==> src/pgn_pkg.sv <==
// Package for the greedy pose suppression block: widths, codes, beat and entry types.
`timescale 1ns / 1ps
package pgn_pkg;

  // Depth of the kept-pose store and the width of an address into it.
  localparam int KEEP_DEPTH = 64;
  localparam int IDX_W      = (KEEP_DEPTH > 1) ? $clog2(KEEP_DEPTH) : 1;

  // Field widths.
  localparam int XY_W       = 24;
  localparam int ANG_W      = 16;
  localparam int SCL_W      = 16;
  localparam int LIMIT_W    = 7;
  localparam int CNT_W      = 16;
  localparam int CFG_IDX_W  = 3;
  localparam int CFG_DATA_W = 24;
  localparam int SQ_W       = 2 * XY_W;

  localparam logic [CNT_W-1:0] CNT_MAX = {CNT_W{1'b1}};

  // Cycles from the last store read until its compare result is folded in.
  localparam int DRAIN_CYC = 4;
  localparam int DRAIN_W   = $clog2(DRAIN_CYC);

  // Configuration register indexes.
  localparam logic [CFG_IDX_W-1:0] REG_ENABLE      = 3'd0;
  localparam logic [CFG_IDX_W-1:0] REG_HARD_LIMIT  = 3'd1;
  localparam logic [CFG_IDX_W-1:0] REG_TARGET      = 3'd2;
  localparam logic [CFG_IDX_W-1:0] REG_TRANS_THR   = 3'd3;
  localparam logic [CFG_IDX_W-1:0] REG_ANGLE_THR   = 3'd4;
  localparam logic [CFG_IDX_W-1:0] REG_SCALE_THR   = 3'd5;

  // Input beat.
  typedef struct packed {
    logic signed [XY_W-1:0] pose_x;
    logic signed [XY_W-1:0] pose_y;
    logic [ANG_W-1:0]       pose_angle;
    logic [SCL_W-1:0]       pose_scale;
    logic                   first_pose;
  } pgn_in_t;

  // Result beat.
  typedef struct packed {
    logic             keep;
    logic [CNT_W-1:0] kept_index;
    logic [CNT_W-1:0] kept_count;
    logic [CNT_W-1:0] seen_count;
  } pgn_out_t;

  // One stored pose.
  typedef struct packed {
    logic signed [XY_W-1:0] x;
    logic signed [XY_W-1:0] y;
    logic [ANG_W-1:0]       angle;
    logic [SCL_W-1:0]       scale;
  } pgn_entry_t;

  // Threshold set handed to the compare unit.
  typedef struct packed {
    logic [XY_W-1:0]  trans;
    logic [ANG_W-1:0] angle;
    logic [SCL_W-1:0] scale;
  } pgn_thr_t;

  // Sequencer states.
  typedef enum logic [1:0] {
    ST_IDLE,
    ST_SCAN,
    ST_DRAIN,
    ST_FINISH
  } pgn_state_t;

endpackage

==> src/pgn_cmp.sv <==
// Pipelined proximity test of the current pose against one stored pose per cycle.
`timescale 1ns / 1ps
module pgn_cmp (
  input  logic                clk,
  input  logic                rst_n,
  input  pgn_pkg::pgn_thr_t   thr,
  input  pgn_pkg::pgn_entry_t probe,
  input  logic                ent_vld,
  input  pgn_pkg::pgn_entry_t ent,
  output logic                hit_vld,
  output logic                hit
);

  localparam int DW = pgn_pkg::XY_W + 1;

  // Stage one: magnitudes of the differences.
  logic                          s1_vld_r;
  logic [pgn_pkg::XY_W-1:0]      s1_adx_r;
  logic [pgn_pkg::XY_W-1:0]      s1_ady_r;
  logic [pgn_pkg::ANG_W-1:0]     s1_da_r;
  logic [pgn_pkg::SCL_W-1:0]     s1_ds_r;
  // Stage two: squares and the angle and scale verdicts.
  logic                          s2_vld_r;
  logic [pgn_pkg::SQ_W-1:0]      s2_dx2_r;
  logic [pgn_pkg::SQ_W-1:0]      s2_dy2_r;
  logic                          s2_ang_ok_r;
  logic                          s2_scl_ok_r;
  // Stage three: final verdict.
  logic                          hit_vld_r;
  logic                          hit_r;
  // Squared translation threshold, refreshed every cycle.
  logic [pgn_pkg::SQ_W-1:0]      t2_r;

  logic [DW-1:0]                 dx;
  logic [DW-1:0]                 dy;
  logic [DW-1:0]                 adx;
  logic [DW-1:0]                 ady;
  logic [pgn_pkg::ANG_W-1:0]     da_raw;
  logic [pgn_pkg::ANG_W-1:0]     da_mag;
  logic [pgn_pkg::SCL_W-1:0]     ds;
  logic [pgn_pkg::SQ_W:0]        d2;

  // Differences in one bit more than the operands, then their magnitudes.
  always_comb begin
    dx     = {probe.x[pgn_pkg::XY_W-1], probe.x} - {ent.x[pgn_pkg::XY_W-1], ent.x};
    dy     = {probe.y[pgn_pkg::XY_W-1], probe.y} - {ent.y[pgn_pkg::XY_W-1], ent.y};
    adx    = dx[DW-1] ? (~dx + 1'b1) : dx;
    ady    = dy[DW-1] ? (~dy + 1'b1) : dy;
    // The angle difference wraps, so half a turn is the largest magnitude.
    da_raw = probe.angle - ent.angle;
    da_mag = da_raw[pgn_pkg::ANG_W-1] ? (~da_raw + 1'b1) : da_raw;
    ds     = (probe.scale >= ent.scale) ? (probe.scale - ent.scale)
                                        : (ent.scale - probe.scale);
  end

  always_ff @(posedge clk) begin
    s1_adx_r <= adx[pgn_pkg::XY_W-1:0];
    s1_ady_r <= ady[pgn_pkg::XY_W-1:0];
    s1_da_r  <= da_mag;
    s1_ds_r  <= ds;
  end

  always_ff @(posedge clk) begin
    s2_dx2_r    <= s1_adx_r * s1_adx_r;
    s2_dy2_r    <= s1_ady_r * s1_ady_r;
    s2_ang_ok_r <= s1_da_r < thr.angle;
    s2_scl_ok_r <= s1_ds_r < thr.scale;
    t2_r        <= thr.trans * thr.trans;
  end

  // Exact sum of squares, one bit wider so that it cannot wrap.
  assign d2 = {1'b0, s2_dx2_r} + {1'b0, s2_dy2_r};

  always_ff @(posedge clk) begin
    hit_r <= (d2 < {1'b0, t2_r}) && s2_ang_ok_r && s2_scl_ok_r;
  end

  // Valid bits through the three stages.
  always_ff @(posedge clk) begin
    if (!rst_n) begin
      s1_vld_r  <= 1'b0;
      s2_vld_r  <= 1'b0;
      hit_vld_r <= 1'b0;
    end else begin
      s1_vld_r  <= ent_vld;
      s2_vld_r  <= s1_vld_r;
      hit_vld_r <= s2_vld_r;
    end
  end

  assign hit_vld = hit_vld_r;
  assign hit     = hit_r;

endmodule

==> config.mk <==
export PLATFORM = sky130hd
export DESIGN_NAME = pgn_cmp
export DESIGN_NICKNAME = d
export VERILOG_FILES = /design/src/pgn_pkg.sv /design/src/pgn_cmp.sv
export SDC_FILE = /design/constraint.sdc
export NUM_CORES = 2
export LEC_CHECK = 0
export ABC_AREA = 1
export BUFFER_PORTS_ARGS = -buffer_cell sky130_fd_sc_hd__buf_2
export CORE_AREA = 2 2 351 353
export CTS_CLUSTER_DIAMETER = 40
export DETAILED_ROUTE_END_ITERATION = 8
export DIE_AREA = 0 0 353 355
export GPL_TIMING_DRIVEN = 0
export PLACE_DENSITY_LB_ADDON = 0.12
export SLEW_MARGIN = 10
export SYNTH_ARGS = -nofsm -noshare
export SYNTH_HDL_FRONTEND = slang
export SYNTH_SLANG_ARGS = --single-unit
export TNS_END_PERCENT = 30
==> constraint.sdc <==
create_clock -name clk -period 9.3 [get_ports clk]
set_clock_uncertainty 0.15 [all_clocks]
set_input_delay 0.465 -clock clk [delete_from_list [all_inputs] [get_ports clk]]
set_output_delay 0.465 -clock clk [all_outputs]
set_load 0.01 [all_outputs]
After elaboration in Yosys (flattened, before gate mapping)
Index checks and enable logic that the tools add are counted.

word-level totals
  register bits = 230
  output and inout port bits = 2
  word-level logic and storage cells = 39

operators by class
  add/subtract/negate cells = 9
  $mul = 3
  order comparisons = 4
  mux-type cells = 4
  bitwise logic cells = 3
  reductions and logical operators = 2

operators with widths
  cell                     number
  $mul A24 B24 Y48         3
  $sub A24 B24 Y25         2
  $add A48 B48 Y49         1
  $lt A49 B48 Y1           1
  $add A24 B1 Y24 const B  2
  $mux W24                 2
  $not A24 Y24             2
  $sub A16 B16 Y16         3
  $lt A16 B16 Y1           2
  $add A16 B1 Y16 const B  1
  $ge A16 B16 Y1           1
  $mux W16                 1
  $not A16 Y16             1
  $mux W15                 1
  $logic_and A1 B1 Y1      2

Logic depth before layout (Yosys ltp)
  depth in word-level cells = 4
  gate-level depth with buffers = 30

Worst setup path before layout
Ideal clock, no wire load.

  kind = input -> register
  start point = input port thr[53] (netlist bit)
  end point = register t2_r[37] (netlist bit)
  setup time = 112 ps
  data arrival time = 6240 ps
  path slack = 2798 ps
  stages = 25
  cells stage by stage = clkbuf_1 clkbuf_1 nand2_1 inv_1 fa_1 fa_1 inv_1 fa_1 fa_1 inv_1 fa_1 fa_1 inv_1 fa_1 inv_1 ha_1 nand2_1 nor2_1 nand2_1 nor4_1 a21oi_1 o21ai_0 nand3_1 nand3_1 nand2_1

on the way
  word-level cells in the longest chain between the ends = 1

ends and longest elaborated chain
  what                  RTL line       RTL
  from (decl)           pgn_cmp.sv:6   input pgn_pkg::pgn_thr_t thr,
  $mul A24 B24 Y48      pgn_cmp.sv:68  t2_r <= thr.trans * thr.trans;
  to (signal assigned)  pgn_cmp.sv:68
  to (decl)             pgn_cmp.sv:32  logic [pgn_pkg::SQ_W-1:0] t2_r;

Every way passes these cells.
A chain may end at the register's enable or synchronous reset.

Worst setup path in the final report
  start point = register s1_adx_r[9] (netlist bit)
  end point = register s2_dx2_r[46] (netlist bit)

on the way
  word-level cells in the longest chain between the ends = 1

ends and longest elaborated chain
  what                    RTL line       RTL
  from (decl)             pgn_cmp.sv:18  logic [pgn_pkg::XY_W-1:0] s1_adx_r;
  from (signal assigned)  pgn_cmp.sv:57  s1_adx_r <= adx[pgn_pkg::XY_W-1:0];
  $mul A24 B24 Y48        pgn_cmp.sv:64  s2_dx2_r <= s1_adx_r * s1_adx_r;
  to (signal assigned)    pgn_cmp.sv:64
  to (decl)               pgn_cmp.sv:24  logic [pgn_pkg::SQ_W-1:0] s2_dx2_r;

Every way passes these cells.

==> impl_metrics.env <==
export IMPL_setup_tns_ns=0
export IMPL_synth_area_leaders="fa_1 (38%), inv_1 (15%), ha_1 (14%)"
export IMPL_yosysWarnings=0
export IMPL_grt_pass1_vias=56600
export IMPL_grt_max_degree=14
export IMPL_nets=11100
export IMPL_drc=0
export IMPL_path_max_fanout=10
export IMPL_viasPerCell=5.16
export IMPL_cts_tree="yes"
export IMPL_ant_nets=0
export IMPL_synth_nets=10800
export IMPL_crit_required_ns=9.60
export IMPL_fin_crit_ns=8.29
export IMPL_ys_ff_latch=227
export IMPL_finalHoldViolations=0
export IMPL_multi_input_area_um2=51300
export IMPL_placed_cell_area_um2=69700
export IMPL_fillers=11700
export IMPL_instances_no_fill=10500
export IMPL_cp_end_kind="flip-flop"
export IMPL_grt_pass1_wl_um=302000
export IMPL_ios=221
export IMPL_startpoint_type="flip-flop"
export IMPL_max_freq_ghz=0.121
export IMPL_synth_top_area_share_pct=38.2
export IMPL_worstMarginPinSlew_ns=1.17
export IMPL_async_reset_ff_share_pct=0
export IMPL_yosysTopAreaCell="fa_1"
export IMPL_yosysMostFrequentCell="inv_1"
export IMPL_drv_cap=0
export IMPL_num_antenna_cells=0
export IMPL_synth_distinct_cells=53
export IMPL_clk_pin_slew_ns=0.05
export IMPL_core_area_um2=121000
export IMPL_antenna_found_initial=7
export IMPL_hpwl_um=161000
export IMPL_cts_root_buf="clkbuf_16"
export IMPL_cts_repair_resized=0
export IMPL_fp_dieW_um=353
export IMPL_synth_edff_count=0
export IMPL_dr_pass1_iters=6
export IMPL_fin_crit_sh_pct=89.1
export IMPL_die_h_um=355
export IMPL_start_util_pct=54.9
export IMPL_slew_viol_final=0
export IMPL_cts_path_max_buffers=3
export IMPL_hold_buffers=6
export IMPL_rsz0062_at_grt="false"
export IMPL_slew_limit_headroom_pct=21.7
export IMPL_synth_top_flop_cell="dfxtp_1"
export IMPL_clkSinkCount=227
export IMPL_synth_common_cells="inv_1 (2689), nand2_1 (1686), fa_1 (1271)"
export IMPL_drt_initial_drc_count=3679
export IMPL_drt_wirelength_per_cell_um=17.8
export IMPL_clk_latency_ns=0.63
export IMPL_worstPathArrival_ns=8.59
export IMPL_syn_avg_cell_area_um2=7.79
export IMPL_regArea_um2=4540
export IMPL_postLayoutCellArea_um2=71400
export IMPL_min_path_type="input pin to flip-flop"
export IMPL_numCtsBuffers=46
export IMPL_wl_um=187000
export IMPL_overflow=0
export IMPL_drive_above_1_share_pct=4.21
export IMPL_cts_setup_buffers=0
export IMPL_rows=128
export IMPL_dp_cells=10400
export IMPL_status="finished clean"
export IMPL_gp_congestion=1.00
export IMPL_ys_seq_area_share_pct=6.82
export IMPL_numPortBuffers=220
export IMPL_num_vias=54100
export IMPL_syn_area_um2=66600
export IMPL_htreeDepth=2
export IMPL_dieArea_um2=125000
export IMPL_path_class="flip-flop to flip-flop"
export IMPL_setup_viol=0
export IMPL_syn_to_final_growth_pct=7.20
export IMPL_track_usage_pct=30.7
export IMPL_synthCells=8553
==> worst paths after layout <==
kind         depth (start not counted)  slack (ns)   startpoint           end
min reg2reg                          2        0.27     s2_vld_r       hit_vld
max                                 22        1.01  s1_adx_r[9]  s2_dx2_r[46]
min                                  3        0.04      ent[16]    s1_da_r[0]
max reg2reg                         22        1.01  s1_adx_r[9]  s2_dx2_r[46]
==> stage by stage <==
step / hold slack [ns] / utilization, % / setup slack (ns)
floorplan: 0.240 / - / 2.80
global placement: 0.247 / 57.4 / 1.05
detailed placement: 0.249 / 57.4 / 1.21
CTS: 0.0135 / 58.8 / 1.18
global route: 0.0455 / 58.8 / 0.704
finish: 0.0390 / 58.8 / 1.01
==> worst max-delay path, cell delays in order, from the launching register on <==
cell and delay (ns):
dfxtp_1 0.72, clkbuf_1 0.93, nand2_1 0.22, fa_1 0.54
fa_1 0.52, fa_1 0.51, inv_1 0.05, fa_1 0.61
fa_1 0.46, fa_1 0.50, inv_1 0.05, fa_1 0.56
inv_1 0.07, ha_1 0.41, nand2_1 0.12, nor2_1 0.15
inv_1 0.08, nor4_1 0.41, nand3_1 0.14, nand3_1 0.25
nand3_1 0.11, nand2_1 0.09, xor2_1 0.47
==> layout make-up <==
cell class                 count  share of cell area [%]
buffer                       164                   0.925
clock buffer                  54                    1.74
clock inverter                31                   0.501
inverter                    2691                    14.2
multi-input combinational   5471                    71.8
sequential                   227                    6.37
tap                         1625                    2.85
timing repair buffer         226                    1.63
==> registers in the layout, indices dropped and copies added, names as in the netlist <==
register,flops
s1_ady_r,24
hit_vld,1
s2_scl_ok_r,1
s2_vld_r,1
s1_vld_r,1
s1_ds_r,16
s2_dy2_r,47
s1_da_r,16
s1_adx_r,24
s2_ang_ok_r,1
hit,1
s2_dx2_r,47
t2_r,47
==> kinds of logic (layout without fill, tap and decap cells) <==
logic type / count (synthesis) / count (layout) / synth area share, %
flops: 227 / 227 / 6.82
mux: 2 / 2 / 0.0301
compound gates: 757 / 757 / 6.39
buf+inv: 2855 / 3166 / 16.2
xor+xnor: 286 / 286 / 3.82
fa+ha+maj: 2017 / 2017 / 52.2
simple gates: 2409 / 2409 / 14.5
==> cell usage in the layout (no fill, tap or decap), drive strengths merged, types with 8 or more instances in the layout <==
cell,n
inv,2701
clkinvlp,9
buf,232
fa,1271
xor2,181
nand3b,8
o21ai,207
clkbuf,206
a21o,32
clkinv,10
nand3,179
a21boi,14
nand4,53
nor2,385
o21a,26
o211ai,10
a31oi,42
a21oi,375
nor4,18
o21bai,21
ha,746
dfxtp,227
xnor2,105
nand2,1706
nor3,46
==> routing by layer <==
| layer | vias to the layer above | track usage, % | part of all wire, % |
|---|---|---|---|
| met2 | 1822 | 50.7 | 46 |
| met3 | 376 | 5.30 | 7.9 |
| met4 | 4 | 9.57 | 3.5 |
| li1 | 25500 | - | - |
| met1 | 26400 | 41.4 | 42 |
| met5 | - | 0 | 0.014 |
Power is left out: the tool's default activity adds up to more than one toggle a clock period on the data nets, which glitch-free logic cannot reach.
